## config.mk

```make
export PLATFORM = sky130hd
export DESIGN_NAME = radar_report_frame_parser
export DESIGN_NICKNAME = d
export VERILOG_FILES = /design/src/design/rrfp_pkg.sv /design/src/design/radar_report_frame_parser.sv /design/src/design/rrfp_body_ram.sv /design/src/design/rrfp_front.sv /design/src/design/rrfp_emit.sv
export SDC_FILE = /design/constraint.sdc
export NUM_CORES = 1
export LEC_CHECK = 0
export ABC_CLOCK_PERIOD_IN_PS = 4800
export BUFFER_PORTS_ARGS = -buffer_cell sky130_fd_sc_hd__buf_2
export CAP_MARGIN = 20
export CORE_MARGIN = 1.5
export CORE_UTILIZATION = 45
export DETAILED_ROUTE_END_ITERATION = 8
export RECOVER_POWER = 50
export SETUP_SLACK_MARGIN = 0.2
export SLEW_MARGIN = 10
export SYNTH_ARGS = -nofsm -noshare
export SYNTH_HDL_FRONTEND = slang
export SYNTH_SLANG_ARGS = --single-unit
```

## constraint.sdc

```tcl
create_clock -name clk -period 4.8 [get_ports clk]
set_input_delay 0.96 -clock clk [delete_from_list [all_inputs] [get_ports clk]]
set_output_delay 0.96 -clock clk [all_outputs]
set_load 0.03 [all_outputs]
```

## src/design/rrfp_pkg.sv

```systemverilog
// ============================================================================
// rrfp_pkg
// Shared constants, codes and types of the radar report frame parser.
// ============================================================================
package rrfp_pkg;

    // Body store geometry
    localparam int BODY_BYTES = 64;
    localparam int ADDR_W     = $clog2(BODY_BYTES);
    localparam int FILL_W     = $clog2(BODY_BYTES + 1);
    localparam int TAIL_LEN   = 4;
    localparam int REM_W      = $clog2(BODY_BYTES + TAIL_LEN + 1);

    // Gate counts
    localparam int MAX_GATE = 8;
    localparam int GATE_W   = 4;

    // Fixed body layout: bytes 0..12 are kept in flops as they arrive
    localparam int HDR_BYTES = 13;
    localparam int HDR_IDX_W = $clog2(HDR_BYTES);
    localparam int BASIC_MIN = 11;
    localparam int ENH_MIN   = 13;
    localparam int ENH_FIXED = 17;  // 13 fixed bytes, two count offsets, light, out

    // Frame markers
    localparam logic [3:0][7:0] HEAD_PAT = {8'hF1, 8'hF2, 8'hF3, 8'hF4};
    localparam logic [3:0][7:0] TAIL_PAT = {8'hF5, 8'hF6, 8'hF7, 8'hF8};
    localparam logic [7:0]      MARKER   = 8'hAA;
    localparam logic [7:0]      TYPE_ENH = 8'd1;
    localparam logic [7:0]      TYPE_BAS = 8'd2;
    localparam logic [2:0]      STATUS_MASK = 3'd7;

    // Record kinds
    localparam logic [2:0] KIND_BASIC  = 3'd0;
    localparam logic [2:0] KIND_ENH    = 3'd1;
    localparam logic [2:0] KIND_MOVING = 3'd2;
    localparam logic [2:0] KIND_STILL  = 3'd3;
    localparam logic [2:0] KIND_REJECT = 3'd4;

    // Reject codes
    localparam logic [2:0] REJ_ZERO_LEN = 3'd0;
    localparam logic [2:0] REJ_TOO_LONG = 3'd1;
    localparam logic [2:0] REJ_TAIL     = 3'd2;
    localparam logic [2:0] REJ_TYPE     = 3'd3;
    localparam logic [2:0] REJ_SHORT    = 3'd4;

    // Frame-end event from the front end to the record sequencer
    typedef struct packed {
        logic                              fire;
        logic                              reject;
        logic [2:0]                        code;
        logic                              enh;
        logic [GATE_W-1:0]                 nm;
        logic [GATE_W-1:0]                 ns;
        logic [HDR_BYTES-1:0][7:0]         hdr;
    } ev_t;

    // One result record
    typedef struct packed {
        logic [2:0]        kind;
        logic [2:0]        status;
        logic [15:0]       moving_distance;
        logic [7:0]        moving_energy;
        logic [15:0]       still_distance;
        logic [7:0]        still_energy;
        logic [15:0]       detect_distance;
        logic [7:0]        light_level;
        logic [7:0]        out_level;
        logic [GATE_W-1:0] gate_index;
        logic [7:0]        gate_energy;
        logic              last;
    } rec_t;

endpackage

```

## src/design/radar_report_frame_parser.sv

```systemverilog
// Records: a frame-ending byte moves the sequencer to E_REJ (reject), E_SUM (basic)
//   or E_L_RD, E_L_CAP, E_O_CAP, E_SUM (enhanced); each gate record takes E_G_RD, E_G_OUT.
// Throughput: 1 byte per cycle; input stalls while a frame's records are sequenced, and
//   the single read port of the body store gives one gate energy at a time.
// Reset: rst_n asynchronous, active low; clears the window, phase, counters and output
//   valid. The body store is not cleared; entries are read only after being written.
// ============================================================================
// radar_report_frame_parser
// Parses length-prefixed radar report frames from a byte stream into records.
// ============================================================================
module radar_report_frame_parser
    import rrfp_pkg::*;
(
    input  logic        clk,
    input  logic        rst_n,
    input  logic        s_axis_tvalid,
    output logic        s_axis_tready,
    input  logic [7:0]  s_axis_tdata,   // [7:0] rx_byte
    output logic        m_axis_tvalid,
    input  logic        m_axis_tready,
    // [2:0] target_status, [18:3] moving_distance, [26:19] moving_energy,
    // [42:27] still_distance, [50:43] still_energy, [66:51] detect_distance,
    // [74:67] light_level, [82:75] out_level, [86:83] gate_index,
    // [94:87] gate_energy, [95] zero
    output logic [95:0] m_axis_tdata,
    output logic [2:0]  m_axis_tuser,   // [2:0] result_kind
    output logic        m_axis_tlast
);

    logic              accept;
    logic              busy;
    ev_t               ev;
    logic              wr_en;
    logic [ADDR_W-1:0] wr_addr;
    logic [7:0]        wr_data;
    logic              rd_en;
    logic [ADDR_W-1:0] rd_addr;
    logic [7:0]        rd_data;
    rec_t              rec;

    assign s_axis_tready = !busy;
    assign accept        = s_axis_tvalid && s_axis_tready;

    rrfp_front u_front (
        .clk     (clk),
        .rst_n   (rst_n),
        .accept  (accept),
        .rx_byte (s_axis_tdata),
        .wr_en   (wr_en),
        .wr_addr (wr_addr),
        .wr_data (wr_data),
        .ev      (ev)
    );

    rrfp_body_ram u_ram (
        .clk     (clk),
        .wr_en   (wr_en),
        .wr_addr (wr_addr),
        .wr_data (wr_data),
        .rd_en   (rd_en),
        .rd_addr (rd_addr),
        .rd_data (rd_data)
    );

    rrfp_emit u_emit (
        .clk       (clk),
        .rst_n     (rst_n),
        .ev        (ev),
        .busy      (busy),
        .rd_en     (rd_en),
        .rd_addr   (rd_addr),
        .rd_data   (rd_data),
        .out_valid (m_axis_tvalid),
        .out_ready (m_axis_tready),
        .out_rec   (rec)
    );

    // Output word packing
    assign m_axis_tdata = {1'b0, rec.gate_energy, rec.gate_index, rec.out_level,
                           rec.light_level, rec.detect_distance, rec.still_energy,
                           rec.still_distance, rec.moving_energy, rec.moving_distance,
                           rec.status};
    assign m_axis_tuser = rec.kind;
    assign m_axis_tlast = rec.last;

endmodule

```

## src/design/rrfp_body_ram.sv

```systemverilog
// ============================================================================
// rrfp_body_ram
// Body byte store: one write port, one read port with registered read data.
// ============================================================================
module rrfp_body_ram
    import rrfp_pkg::*;
(
    input  logic              clk,
    input  logic              wr_en,
    input  logic [ADDR_W-1:0] wr_addr,
    input  logic [7:0]        wr_data,
    input  logic              rd_en,
    input  logic [ADDR_W-1:0] rd_addr,
    output logic [7:0]        rd_data
);

    logic [7:0] mem [BODY_BYTES];
    logic [7:0] rd_data_reg;

    // Write port
    always_ff @(posedge clk)
    begin
        if (wr_en)
        begin
            mem[wr_addr] <= wr_data;
        end
    end

    // Read port, data held until the next read
    always_ff @(posedge clk)
    begin
        if (rd_en)
        begin
            rd_data_reg <= mem[rd_addr];
        end
    end

    assign rd_data = rd_data_reg;

endmodule

```

## src/design/rrfp_front.sv

```systemverilog
// ============================================================================
// rrfp_front
// Byte front end: header hunt, length, body capture and frame-end checks.
// ============================================================================
module rrfp_front
    import rrfp_pkg::*;
(
    input  logic              clk,
    input  logic              rst_n,
    input  logic              accept,
    input  logic [7:0]        rx_byte,
    output logic              wr_en,
    output logic [ADDR_W-1:0] wr_addr,
    output logic [7:0]        wr_data,
    output ev_t               ev
);

    typedef enum logic [1:0] {
        PH_HUNT,
        PH_LEN_LO,
        PH_LEN_HI,
        PH_FRAME
    } phase_t;

    phase_t                    phase_reg, phase_next;
    logic [3:0][7:0]           win_reg;          // [3] newest
    logic [3:0][7:0]           win_now;          // window including this byte, [0] oldest
    logic [7:0]                len_lo_reg;
    logic [REM_W-1:0]          rem_reg, rem_next, rem_dec;
    logic [FILL_W-1:0]         fill_reg, fill_next;
    logic [HDR_BYTES-1:0][7:0] hdr_reg;
    logic [15:0]               len_full;
    logic                      store;
    logic                      frame_end;
    logic                      len_reject;
    logic [2:0]                len_code;
    logic [2:0]                end_code;
    logic                      end_reject;
    logic                      is_enh;
    logic [GATE_W-1:0]         nm_clamp, ns_clamp;
    logic [FILL_W-1:0]         enh_need;

    // Window as seen after this byte
    always_comb
    begin
        win_now[0] = win_reg[1];
        win_now[1] = win_reg[2];
        win_now[2] = win_reg[3];
        win_now[3] = rx_byte;
    end

    assign len_full = {rx_byte, len_lo_reg};
    assign rem_dec  = (rem_reg != '0) ? rem_reg - REM_W'(1) : rem_reg;
    assign store    = (phase_reg == PH_FRAME) && (rem_reg > REM_W'(TAIL_LEN))
                      && (fill_reg < FILL_W'(BODY_BYTES));

    // Clamped gate counts and enhanced layout length
    assign nm_clamp = (hdr_reg[11] > 8'(MAX_GATE)) ? GATE_W'(MAX_GATE)
                                                   : hdr_reg[11][GATE_W-1:0];
    assign ns_clamp = (hdr_reg[12] > 8'(MAX_GATE)) ? GATE_W'(MAX_GATE)
                                                   : hdr_reg[12][GATE_W-1:0];
    assign enh_need = FILL_W'(ENH_FIXED) + FILL_W'(nm_clamp) + FILL_W'(ns_clamp);
    assign is_enh   = (hdr_reg[0] == TYPE_ENH);

    // Length checks at the second length byte
    always_comb
    begin
        len_reject = 1'b0;
        len_code   = REJ_ZERO_LEN;
        if (len_full == 16'd0)
        begin
            len_reject = 1'b1;
        end
        else if (len_full > 16'(BODY_BYTES))
        begin
            len_reject = 1'b1;
            len_code   = REJ_TOO_LONG;
        end
    end

    // Frame checks at the last tail byte, in priority order
    always_comb
    begin
        end_reject = 1'b1;
        end_code   = REJ_SHORT;
        if (win_now != TAIL_PAT)
        begin
            end_code = REJ_TAIL;
        end
        else if (fill_reg < FILL_W'(2))
        begin
            end_code = REJ_SHORT;
        end
        else if (!(hdr_reg[0] == TYPE_ENH || hdr_reg[0] == TYPE_BAS)
                 || hdr_reg[1] != MARKER)
        begin
            end_code = REJ_TYPE;
        end
        else if (fill_reg < FILL_W'(BASIC_MIN))
        begin
            end_code = REJ_SHORT;
        end
        else if (is_enh && fill_reg < FILL_W'(ENH_MIN))
        begin
            end_code = REJ_SHORT;
        end
        else if (is_enh && fill_reg < enh_need)
        begin
            end_code = REJ_SHORT;
        end
        else
        begin
            end_reject = 1'b0;
        end
    end

    assign frame_end = (phase_reg == PH_FRAME) && (rem_dec == '0);

    // Phase and counters
    always_comb
    begin
        phase_next = phase_reg;
        rem_next   = rem_reg;
        fill_next  = fill_reg;
        unique case (phase_reg)
            PH_HUNT:
            begin
                if (win_now == HEAD_PAT)
                begin
                    phase_next = PH_LEN_LO;
                end
            end
            PH_LEN_LO:
            begin
                phase_next = PH_LEN_HI;
            end
            PH_LEN_HI:
            begin
                if (len_reject)
                begin
                    phase_next = PH_HUNT;
                end
                else
                begin
                    rem_next   = REM_W'(len_full) + REM_W'(TAIL_LEN);
                    fill_next  = '0;
                    phase_next = PH_FRAME;
                end
            end
            PH_FRAME:
            begin
                if (store)
                begin
                    fill_next = fill_reg + FILL_W'(1);
                end
                rem_next = rem_dec;
                if (frame_end)
                begin
                    phase_next = PH_HUNT;
                end
            end
            default:
            begin
                phase_next = PH_HUNT;
            end
        endcase
    end

    always_ff @(posedge clk or negedge rst_n)
    begin
        if (!rst_n)
        begin
            phase_reg  <= PH_HUNT;
            win_reg    <= '0;
            len_lo_reg <= '0;
            rem_reg    <= '0;
            fill_reg   <= '0;
        end
        else if (accept)
        begin
            phase_reg <= phase_next;
            win_reg   <= {rx_byte, win_reg[3:1]};
            rem_reg   <= rem_next;
            fill_reg  <= fill_next;
            if (phase_reg == PH_LEN_LO)
            begin
                len_lo_reg <= rx_byte;
            end
        end
    end

    // Fixed-position body bytes kept in flops
    always_ff @(posedge clk)
    begin
        if (accept && store && fill_reg < FILL_W'(HDR_BYTES))
        begin
            hdr_reg[fill_reg[HDR_IDX_W-1:0]] <= rx_byte;
        end
    end

    // Body store write
    assign wr_en   = accept && store;
    assign wr_addr = fill_reg[ADDR_W-1:0];
    assign wr_data = rx_byte;

    // Frame-end event
    always_comb
    begin
        ev.fire   = accept && ((phase_reg == PH_LEN_HI && len_reject) || frame_end);
        ev.reject = (phase_reg == PH_LEN_HI) ? 1'b1 : end_reject;
        ev.code   = (phase_reg == PH_LEN_HI) ? len_code : end_code;
        ev.enh    = is_enh;
        ev.nm     = nm_clamp;
        ev.ns     = ns_clamp;
        ev.hdr    = hdr_reg;
    end

endmodule

```

## src/design/rrfp_emit.sv

```systemverilog
// ============================================================================
// rrfp_emit
// Record sequencer: reads the body store and drives the output register.
// ============================================================================
module rrfp_emit
    import rrfp_pkg::*;
(
    input  logic              clk,
    input  logic              rst_n,
    input  ev_t               ev,
    output logic              busy,
    output logic              rd_en,
    output logic [ADDR_W-1:0] rd_addr,
    input  logic [7:0]        rd_data,
    output logic              out_valid,
    input  logic              out_ready,
    output rec_t              out_rec
);

    typedef enum logic [2:0] {
        E_IDLE,
        E_REJ,
        E_L_RD,
        E_L_CAP,
        E_O_CAP,
        E_SUM,
        E_G_RD,
        E_G_OUT
    } est_t;

    est_t              state_reg;
    logic              out_valid_reg;
    rec_t              out_rec_reg;
    logic [2:0]        code_reg;
    logic              enh_reg;
    logic [7:0]        light_reg;
    logic [7:0]        outlvl_reg;
    logic [ADDR_W-1:0] gptr_reg;
    logic [GATE_W-1:0] gidx_reg;
    logic              still_reg;
    logic              out_free;
    logic [ADDR_W-1:0] light_addr;
    logic              gate_last;
    rec_t              rec_sum, rec_gate, rec_rej;

    assign out_free   = !out_valid_reg || out_ready;
    assign light_addr = ADDR_W'(HDR_BYTES + 2) + ADDR_W'(ev.nm) + ADDR_W'(ev.ns);
    assign gate_last  = still_reg && (gidx_reg == ev.ns);

    // Store reads for light, output level and gate energies
    always_comb
    begin
        rd_en   = 1'b0;
        rd_addr = gptr_reg;
        case (state_reg)
            E_L_RD:
            begin
                rd_en   = 1'b1;
                rd_addr = light_addr;
            end
            E_L_CAP:
            begin
                rd_en   = 1'b1;
                rd_addr = light_addr + ADDR_W'(1);
            end
            E_G_RD:
            begin
                rd_en = 1'b1;
            end
            default:
            begin
                rd_en = 1'b0;
            end
        endcase
    end

    // Record builders
    always_comb
    begin
        rec_rej        = '0;
        rec_rej.kind   = KIND_REJECT;
        rec_rej.status = code_reg;
        rec_rej.last   = 1'b1;

        rec_sum                 = '0;
        rec_sum.kind            = enh_reg ? KIND_ENH : KIND_BASIC;
        rec_sum.status          = ev.hdr[2][2:0] & STATUS_MASK;
        rec_sum.moving_distance = {ev.hdr[4], ev.hdr[3]};
        rec_sum.moving_energy   = ev.hdr[5];
        rec_sum.still_distance  = {ev.hdr[7], ev.hdr[6]};
        rec_sum.still_energy    = ev.hdr[8];
        rec_sum.detect_distance = {ev.hdr[10], ev.hdr[9]};
        rec_sum.light_level     = enh_reg ? light_reg : 8'd0;
        rec_sum.out_level       = enh_reg ? outlvl_reg : 8'd0;
        rec_sum.last            = !enh_reg;

        rec_gate             = '0;
        rec_gate.kind        = still_reg ? KIND_STILL : KIND_MOVING;
        rec_gate.gate_index  = gidx_reg;
        rec_gate.gate_energy = rd_data;
        rec_gate.last        = gate_last;
    end

    // Sequencer and output register
    always_ff @(posedge clk or negedge rst_n)
    begin
        if (!rst_n)
        begin
            state_reg     <= E_IDLE;
            out_valid_reg <= 1'b0;
            out_rec_reg   <= '0;
            code_reg      <= '0;
            enh_reg       <= 1'b0;
            light_reg     <= '0;
            outlvl_reg    <= '0;
            gptr_reg      <= '0;
            gidx_reg      <= '0;
            still_reg     <= 1'b0;
        end
        else
        begin
            if (out_ready)
            begin
                out_valid_reg <= 1'b0;
            end
            unique case (state_reg)
                E_IDLE:
                begin
                    if (ev.fire)
                    begin
                        code_reg <= ev.code;
                        enh_reg  <= ev.enh;
                        if (ev.reject)
                        begin
                            state_reg <= E_REJ;
                        end
                        else if (ev.enh)
                        begin
                            state_reg <= E_L_RD;
                        end
                        else
                        begin
                            state_reg <= E_SUM;
                        end
                    end
                end
                E_REJ:
                begin
                    if (out_free)
                    begin
                        out_valid_reg <= 1'b1;
                        out_rec_reg   <= rec_rej;
                        state_reg     <= E_IDLE;
                    end
                end
                E_L_RD:
                begin
                    state_reg <= E_L_CAP;
                end
                E_L_CAP:
                begin
                    light_reg <= rd_data;
                    state_reg <= E_O_CAP;
                end
                E_O_CAP:
                begin
                    outlvl_reg <= rd_data;
                    state_reg  <= E_SUM;
                end
                E_SUM:
                begin
                    if (out_free)
                    begin
                        out_valid_reg <= 1'b1;
                        out_rec_reg   <= rec_sum;
                        gptr_reg      <= ADDR_W'(HDR_BYTES);
                        gidx_reg      <= '0;
                        still_reg     <= 1'b0;
                        state_reg     <= enh_reg ? E_G_RD : E_IDLE;
                    end
                end
                E_G_RD:
                begin
                    state_reg <= E_G_OUT;
                end
                E_G_OUT:
                begin
                    if (out_free)
                    begin
                        out_valid_reg <= 1'b1;
                        out_rec_reg   <= rec_gate;
                        gptr_reg      <= gptr_reg + ADDR_W'(1);
                        if (gate_last)
                        begin
                            state_reg <= E_IDLE;
                        end
                        else
                        begin
                            state_reg <= E_G_RD;
                            if (!still_reg && gidx_reg == ev.nm)
                            begin
                                still_reg <= 1'b1;
                                gidx_reg  <= '0;
                            end
                            else
                            begin
                                gidx_reg <= gidx_reg + GATE_W'(1);
                            end
                        end
                    end
                end
                default:
                begin
                    state_reg <= E_IDLE;
                end
            endcase
        end
    end

    assign busy      = (state_reg != E_IDLE);
    assign out_valid = out_valid_reg;
    assign out_rec   = out_rec_reg;

endmodule

```

[After elaboration in Yosys (flattened, before gate mapping)]
Memory sizes are Yosys's and may differ from the RTL's. A register that Yosys moved wholly into a read port is not among the register bits.
Index checks and enable logic that the tools add are counted.
Cells by class
  equal/unequal tests: 27
  reduce and logical (&&, ||, !) cells: 43
  multiply operators: 0
  div/mod/pow operators: 0
  add/sub/neg operators: 10
  magnitude comparators: 11
  shift-type cells: 0
  muxes and demuxes: 67
  bitwise gates (word level): 0
Operator list (number)
  2-to-1 mux 99 bit: 3
  case mux 99 bit (3 select lines): 1
  bitwise mux 104 bit: 1
  2-to-1 mux 3 bit: 13
  demux 8 bit (select 4 bit): 1
  == test 32 bit (second input constant): 1
  != test 32 bit (second input constant): 1
  2-to-1 mux 7 bit: 4
  case mux 7 bit (2 select lines): 2
  2-to-1 mux 4 bit: 6
  2-to-1 mux 8 bit: 3
  case mux 3 bit (8 select lines): 1
  case mux 6 bit (2 select lines): 2
  2-to-1 mux 1 bit: 22
  greater-than comparator 16 x 7 -> 1 bit (second input constant): 1
  greater-than comparator 8 x 4 -> 1 bit (second input constant): 2
  logical NOT 16 bit: 1
  AND reduction 4 bit: 4
  less-than comparator 7 x 4 -> 1 bit (second input constant): 2
  != test 2 x 1 -> 1 bit (second input constant): 7
  logical AND 1 bit: 13
  adder 6 x 1 -> 6 bit (second input constant): 2
  == test 3 bit (second input constant): 4
  2-to-1 mux 6 bit: 2
  other kinds (39): 59
Word-level totals
  memory bits (read-only): 0
  latch bits: 0
  memories kept: 1
  bits in writable memories: 512
  register bits after elaboration: 286
  input port bits: 12
Memory list
  u_ram.mem: words 64, bits a word 8, rd ports 1, clocked after Yosys merged registers in 1, wr ports 1, RTL line rrfp_body_ram.sv:17  | logic [7:0] mem [BODY_BYTES];

[Depth between registers and ports, before layout]
Gate-level depths: netlist of run 1.
  depth in word-level cells: 16
  gate-level depth with buffers: 19
  gate-level depth less buffers: 16

[By module]
A second synthesis of run 1 with hierarchy kept.
Second synthesis, totals
  cells, all modules: 1823
  area total of the unflattened synthesis: 31963.2 um2
Modules (own cells, without submodules)
  rrfp_body_ram: cells an instance 940, instances 1, area each 20246.9 um2, seq. area each 15615.0 um2
  rrfp_front: cells an instance 448, instances 1, area each 6194.7 um2, seq. area each 4324.1 um2
  rrfp_emit: cells an instance 431, instances 1, area each 5500.3 um2, seq. area each 3353.2 um2
  radar_report_frame_parser: cells an instance 4, instances 1, area each 21.3 um2, seq. area each 0.0 um2

[Worst setup path before layout of run 1]
No wires, ideal clock.
  path kind: register to register
  start point: register u_front.hdr_reg, in the netlist u_front.ev[94]
  end point: register u_ram.rd_data_reg[3], in the netlist u_ram.rd_data[3], read port of u_ram.mem, data pin
  stages on the path, launching flop included: 18
  required time: 4.593 ns
  arrival time: 4.173 ns
  buffers on the path: 3
  library setup time: 0.207 ns
  path slack: 0.420 ns
  path through: edfxtp_1 > or4_4 > nor2_1 > nand2_1 > ha_1 > fa_1 > inv_1 > ha_1 > nand2_1 > o21ai_0 > mux2i_1 > buf_2 > buf_1 > buf_1 > o211ai_1 > nand4_1 > nand3_1 > a2111oi_0
Between the ends
  word-level cells in the longest chain between the ends: 6
RTL lines
  from (decl): RTL line rrfp_front.sv:31  | logic [HDR_BYTES-1:0][7:0] hdr_reg;
  from (signal, indexed assignment): RTL line rrfp_front.sv:197  | hdr_reg[fill_reg[HDR_IDX_W-1:0]] <= rx_byte;
  greater-than comparator 8 x 4 -> 1 bit *: RTL line rrfp_front.sv:58  | assign nm_clamp = (hdr_reg[11] > 8'(MAX_GATE)) ? GATE_W'(MAX_GATE)
  2-to-1 mux 4 bit *: RTL line rrfp_front.sv:58
  adder 4 x 4 -> 5 bit *: RTL line rrfp_emit.sv:47  | assign light_addr = ADDR_W'(HDR_BYTES + 2) + ADDR_W'(ev.nm) + ADDR_W'(ev.ns);
  adder 6 x 4 -> 6 bit *: RTL line rrfp_emit.sv:47
  adder 6 x 1 -> 6 bit: RTL line rrfp_emit.sv:64  | rd_addr = light_addr + ADDR_W'(1);
  case mux 6 bit (2 select lines) *: RTL line rrfp_emit.sv:55  | case (state_reg)
  to (decl): RTL line rrfp_body_ram.sv:18  | logic [7:0] rd_data_reg;
Mark *: on every way between the ends. The rest lies on a longest branch, timed or not.
A chain may end at the register's enable or synchronous reset.

[Worst setup path after layout of run 1]
  start point: register u_front.hdr_reg, in the netlist u_front.ev[91]
  end point: register u_ram.rd_data_reg[6], in the netlist u_ram.rd_data[6], read port of u_ram.mem, data pin
Between the ends
  word-level cells in the longest chain between the ends: 6
RTL lines (RTL line)
  greater-than comparator 8 x 4 -> 1 bit: rrfp_front.sv:58
  2-to-1 mux 4 bit *: rrfp_front.sv:58
  adder 4 x 4 -> 5 bit *: rrfp_emit.sv:47
  adder 6 x 4 -> 6 bit *: rrfp_emit.sv:47
  adder 6 x 1 -> 6 bit: rrfp_emit.sv:64
  case mux 6 bit (2 select lines) *: rrfp_emit.sv:55
Marked as above.

==> run metrics, run 1 <==
Synth area leader=edfxtp_1; ranking of synthesized cells by area=edfxtp_1 57%, dfrtp_1 14%, nand2_1 5.5%; Post-DP HPWL=~50000 µm; post-synth top area share=0.569; total global routing overflow=0; Filler Cell Count=5903; first drt pass iteration count=5; Tcrit/Tclk final=0.928; Max-cap violations=11; Seq/Total Area, Yosys=0.708; Clk Latency, worst-skew pair=~0.64 ns; Layout area overhead=15.4%; worst-path fanout max=12; Core Rows=between 90 and 100; min cycle time layout=around 4.5 ns; drt first-iter violations=1985; Final Wtd Congestion=0.888; YS warnings=0; main flop type after synthesis=edfxtp_1; Final Hold Fails=0; layout cells sized above 1=0.150; routed wl met2=between 30000 and 40000 µm; WS Path Type=flip-flop to flip-flop; Starting Density=0.455; WL per Instance=about 23 µm; startpoint class of the critical path=flip-flop; Slowest Stage Delay on Critical Path=~0.57 ns; die footprint=about 74000 µm²; Layout Skew=around 0.041 ns; Critical Path RT=between 5 and 6 ns; HP Class=flip-flop to flip-flop; die width=between 200 and 300 µm; routed via count=around 20000; Routed Antenna Nets=0; first-pass GRT wire length=about 120000 µm; CTS Buffer Depth=3; CTS buffer count=83; fin. max-slew vios=570; Avg Vias per Cell=5.68; largest net degree at the start of global routing=100; Root Buffer=clkbuf_16; Slew HR=-0.789; Max IR drop VDD=~370 µV; Total Routed Length=a little over 80000 µm; All-Layer GR Usage=0.222; CP arrival=around 5.0 ns; #FFs+latches synth=approximately 800; diodes inserted=0; CP dominant cell by count=buf_4; result of the run=complete, but fails checks; Post-synth ARST share=0.227; slowest stage cell, crit path=or4_4; worst-margin pin slew=2.68 ns; DR top layer=met5; Gate Count Post-Synth=2443; io pins=approximately 110; number of enable flip-flop cells after synthesis=roughly 620; most common cell in the synthesized netlist=edfxtp_1; WL met3=around 5200 µm; Setup WS pre-CTS=-0.138 ns; TritonCTS clock tree=built; failing checks=max-capacitance violations, max-slew violations; worst hold slack=~0.46 ns; Clk pin slew, worst setup/hold paths=0.06 ns; initial antenna violation count=5; vias in the first global route=20091; Met1 Routed Length=~36000 µm; H-tree levels=3; CTS sink cnt=approximately 800; synth cell count leaders=619 x edfxtp_1, 481 x nand2_1, 182 x dfrtp_1; nets=2627; library cells used by synthesis=68; port bufs=between 100 and 150; RSZ-0062 raised after global routing=yes; CP Capture Type=flip-flop; die outline height=~270 µm; Pwr Density=about 600 nW/µm²; P_leak=0.0140 µW; drt drc=0; final setup vio count=0; Cell Area, Synth=32700 µm²; Post-Syn Area per Cell=about 13 µm²; core footprint=~70000 µm²; max reg flops=512; Max Clk Rate=about 0.22 GHz; flop-to-flop setup slack=between 0.3 and 0.4 ns; Post-Syn Nets=2482; final worst slack=roughly 0.34 ns; crit-path cells=or4_4 > nor2_4 > nand2_2 > ha_4 > fa_1 > inv_1 > ha_1 > nand2_1 > o21ai_1 > mux2i_4 > buf_12 > buf_16 > bufbuf_16 > a211oi_1 > a31oi_1 > a211oi_2 > buf_4 > a2111oi_2 > buf_4
-- area by class of cell --
class	count	area, µm²	share of cell area
sequential	801	23100	0.614
multi-input combinational	1462	9060	0.240
clock buffer	115	2280	0.0605
timing repair buffer	215	1510	0.0400
tap	950	1190	0.0315
clock inverter	39	415	0.0110
inverter	25	93.8	0.00249
-- worst max-delay path: cells and delay by family (launching register included) --
family | cells | cell delay, ns
adders and majority gates | 3 | 1.06
buffers and inverters | 6 | 0.94
AOI/OAI and AO/OA | 5 | 0.87
and+or+nand+nor | 4 | 0.85
DFF | 1 | 0.38
muxes | 1 | 0.23
-- cells by family (layout without fill, tap and decap cells) --
logic type | count (synthesis) | count (layout) | share of synthesized area
AND/OR/NAND/NOR | 887 | 887 | 0.124
flip-flops | 801 | 801 | 0.708
AO/OA/AOI/OAI | 449 | 450 | 0.104
buffers and inverters | 181 | 394 | 0.0227
multiplexers | 73 | 73 | 0.0234
adder cells (fa/ha/maj) | 27 | 27 | 0.0108
XOR/XNOR | 23 | 23 | 0.00659
other | 2 | 2 | 0.000230
-- layer usage --
metal  GRT usage  up-vias
li1            -     9412
met1       0.305    10239
met2       0.359      694
met3      0.0392      139
met4      0.0716        2
met5           0        -
-- where the power goes --
group	leakage [µW]	switching, µW	total [µW]	internal [µW]
Combinational	0.00467	5200	8050	2850
Clock	0.00132	2660	6330	3670
Sequential	0.00798	360	8380	8020
Total	0.0140	8220	22800	14500
-- final timing paths --
kind                                 from                  to  cells past startpoint
setup / recovery           u_front.ev[91]    u_ram.rd_data[6]                     19
setup reg to reg           u_front.ev[91]    u_ram.rd_data[6]                     19
min in group asynchronous           rst_n  u_emit.out_rec[65]                      1
hold reg to reg            u_front.ev[28]  u_emit.out_rec[81]                      1
hold / removal             u_front.ev[28]  u_emit.out_rec[81]                      1
max in group asynchronous           rst_n  u_front.win_now[0]                      1
-- what timing repair did --
| item | 4_1_cts | 5_1_grt |
|---|---|---|
| setup buffers | 2 | 5 |
| hold buffers | 0 | 0 |
| pin swaps | 1 | 4 |
| gates resized for setup | 17 | 32 |
| setup endpoints to repair | 8 | 8 |
| gates cloned | 2 | 1 |
-- cell usage in the layout (no fill, tap or decap), types with 66 or more instances in the layout --
master and count:
nand3_1 83, a211oi_1 111, buf_4 66, nor2_1 101
a22o_1 86, dfrtp_1 182, buf_2 103, nand2_1 480
clkbuf_16 84, edfxtp_1 619
-- metrics by stage --
| stage | total power, µW | TNS (ns) | cell area (µm²) | std cells | util |
|---|---|---|---|---|---|
| global route | 23800 | 0 | 37700 | 3607 | 0.525 |
| global placement | 15900 | -0.162 | 34700 | 3441 | 0.484 |
| detailed placement | 16100 | -0.270 | 34700 | 3442 | 0.484 |
| finish | 22800 | 0 | 37700 | 3607 | 0.525 |
| floorplan | 13300 | 0 | 32700 | 2443 | - |
| CTS | 22600 | 0 | 37600 | 3600 | 0.524 |
No activity file was read; power rests on OpenSTA's default activity.
==> run 2, diff against run 1 <==
--- a/config.mk
+++ b/config.mk
@@ -8,7 +8,7 @@
 export ABC_CLOCK_PERIOD_IN_PS = 4800
 export BUFFER_PORTS_ARGS = -buffer_cell sky130_fd_sc_hd__buf_2
 export CAP_MARGIN = 20
-export CORE_MARGIN = 1.5
+export CORE_MARGIN = 2
 export CORE_UTILIZATION = 45
 export DETAILED_ROUTE_END_ITERATION = 8
 export RECOVER_POWER = 50
==> run 2 against run 1 <==
Effect of this change: the flow still finishes with violations (max-capacitance violations, max-slew violations); worst setup slack got worse by 0.054 ns; hold slack got worse by 0.014 ns; die area increased by 0.74%; power increased by 2.6%; register-to-register slack got worse by 0.05 ns; utilization increased by 0.42 points; global-route usage increased by 0.46 points; critical path type unchanged.
==> run metrics, run 2 (synthesized netlist as in run 1, its figures left out) <==
startpoint class of the critical path=flip-flop; Final Hold Fails=0 (unchanged); Layout Skew=0.0267 ns (-0.0142 ns); failing checks=max-capacitance violations, max-slew violations; die footprint=74800 µm² (+0.74%); drt drc=0 (unchanged); Final Wtd Congestion=0.874 (-1.6%); Critical Path RT=5.20 ns (-0.11 ns); RSZ-0062 raised after global routing=yes; Max Clk Rate=0.222 GHz (-1.2%); Layout area overhead=16.3%; Final Cell Area=38000 µm² (+0.81%); CTS sink cnt=801 (unchanged); Routed Antenna Nets=0 (unchanged); CTS buffer count=85 (+2.4%); Hold Crit Depth=1 (unchanged); total global routing overflow=0 (unchanged); Core Rows=98 (unchanged); Tcrit/Tclk final=0.940 (+0.0113); Finished Layout Cells=3609 (+0.055%); result of the run=complete, but fails checks; clock network power share=0.286 (+0.008); Max IR drop VDD=375 µV (+0.44%); max reg flops=512 (unchanged); slowest stage cell, crit path=or4_4; P_leak=0.0141 µW (+1.1%); CP Capture Type=flip-flop; Pwr Density=615 nW/µm² (+1.8%); drt first-iter violations=1938 (-2.4%); RR Startpoint=u_front.ev[91]; CP arrival=4.91 ns (-0.06 ns); H-tree levels=3 (unchanged); register share of total power=0.359 (-0.009); diodes inserted=0 (unchanged); Internal Power=14900 µW (+2.6%); r2r worst-path depth=16 (-3); worst-path fanout max=19 (+7); worst-margin pin slew=2.83 ns (+0.146 ns); switching share of power=0.361 (about the same); die outline height=273 µm (+0.37%); routed via count=20473 (-0.063%); Setup TNS=0 ns (unchanged); Max-cap violations=13 (+2); sw power=8440 µW (+2.7%); crit-path cells=or4_4 > nor2_4 > nand2_4 > ha_4 > fa_1 > inv_1 > ha_1 > nand2_1 > or4_4 > xnor3_1 > o21a_1 > buf_12 > or3_4 > a211oi_4 > a2111oi_2 > buf_4; Post-CTS Hold Buffers=0 (unchanged); min cycle time layout=4.51 ns (+0.0543 ns); Worst R2R End=u_ram.rd_data[6]; Hold Crit Start=u_front.ev[85]; Slew HR=-0.886 (-0.0970); fin. max-slew vios=621 (+8.9%); WHS Endpoint=u_emit.out_rec[42]; HP Class=flip-flop to flip-flop; first drt pass iteration count=5 (unchanged); Slowest Stage Delay on Critical Path=0.57 ns (about the same); layout cells sized above 1=0.155 (+0.00478); port bufs=112 (unchanged); Filler Cell Count=6006 (+1.7%); Area after DPL=34800 µm² (about the same); nets=2625 (-0.076%); die width=273 µm (+0.37%); Root Buffer=clkbuf_16; io pins=114 (unchanged); Comb pwr share=0.355 (about the same); commonest non-fill, non-tap cells in the layout=619 x edfxtp_1, 480 x nand2_1, 182 x dfrtp_1; final setup vio count=0 (unchanged); Total Routed Length=84600 µm (+2.9%); worst hold slack=0.442 ns (-0.0139 ns); All-Layer GR Usage=0.226 (+0.00457); Post-DP HPWL=52500 µm (+1.9%); CP dominant cell by count=or4_4; Clk pin slew, worst setup/hold paths=0.06 ns (about the same); initial antenna violation count=3 (-2); Design Power=23400 µW (+2.6%); core footprint=71700 µm² (unchanged); Starting Density=0.455 (unchanged); WS Path Type=flip-flop to flip-flop; CTS Buffer Depth=3 (unchanged); flop-to-flop setup slack=0.29 ns (-0.05 ns); most common cell after layout, fill and taps aside=edfxtp_1; WL per Instance=23.4 µm (+2.8%); vias in the first global route=20015 (-0.38%); largest net degree at the start of global routing=103 (+3.0%); TritonCTS clock tree=built; Avg Vias per Cell=5.67 (-0.12%); first-pass GRT wire length=127000 µm (+2.4%); Inst Count DP=3439 (-0.087%); Clk Latency, worst-skew pair=0.65 ns (about the same)
==> run 2: cell types whose count changed in the layout (fill, tap and decap cells not counted), sizes merged <==
cell,previous run,this run
buf,186,185
clkinvlp,0,3
clkbuf,143,132
a31o,2,1
inv,28,32
clkinv,30,35
bufinv,6,9
==> run 2: what timing repair did <==
action | in CTS | in global routing
pin swaps | 4 | 8
cloned | 4 | 0
setup buffers | 4 | 2
gates resized for setup | 23 | 34
endpoints found under the setup margin | 8 | 8
==> run 2: how the worst max path moves through the flow <==
stage	start	end	slack (ns)
final	u_front.ev[91]	u_ram.rd_data[6]	0.29
after global routing	u_front.ev[91]	u_ram.rd_data[6]	0.16
after CTS	u_front.ev[94]	u_ram.rd_data[7]	0.21
after detailed placement	u_front.ev[94]	u_ram.rd_data[2]	0.12
after global placement	u_front.ev[94]	u_ram.rd_data[6]	0.09
after floorplan	u_front.ev[94]	u_ram.rd_data[3]	0.42
==> run 2: routing by layer <==
metal | wire, µm | share of wire | GRT usage | vias to the layer above
met5 | 0 | 0 | 0 | -
met4 | 2660 | 0.031 | 0.0771 | 0
met3 | 5650 | 0.067 | 0.0375 | 128
met2 | 39400 | 0.47 | 0.363 | 730
met1 | 36800 | 0.44 | 0.315 | 10217
li1 | - | - | - | 9398
==> run 2: worst max-delay path: cells and delay by family (launching register included) <==
| family | cells | cell delay, ns |
|---|---|---|
| xor gates and xnor gates | 1 | 0.19 |
| buffers and inverters | 3 | 0.39 |
| and+or+nand+nor | 6 | 1.79 |
| adders and majority gates | 3 | 0.89 |
| DFF | 1 | 0.39 |
| AOI/OAI and AO/OA | 3 | 0.61 |
==> run 2: area by class of cell <==
cell class	count	area, µm²	area share
repair buffers	212	1600	0.0421
flip-flops and latches	801	23100	0.609
well taps	950	1190	0.0313
clock buffers	106	2310	0.0608
clock inverters	54	557	0.0147
inverters	25	93.8	0.00247
multi-input cells	1461	9100	0.240
==> run 2: power groups by stage <==
stage / combinational [µW] / clock, µW / sequential, µW
global route: 8930 / 7060 / 8430
finish: 8300 / 6680 / 8380
floorplan: 4480 / 0 / 8870
CTS: 8140 / 6780 / 8370
detailed placement: 7630 / 0 / 8510
global placement: 7530 / 0 / 8480
==> run 2: per-stage QoR <==
stage                     worst slack [ns]   util
after detailed placement             0.118  0.485
after CTS                            0.206  0.529
after floorplan                      0.420      -
after global routing                 0.159  0.530
after global placement              0.0878  0.484
final                                0.290  0.530
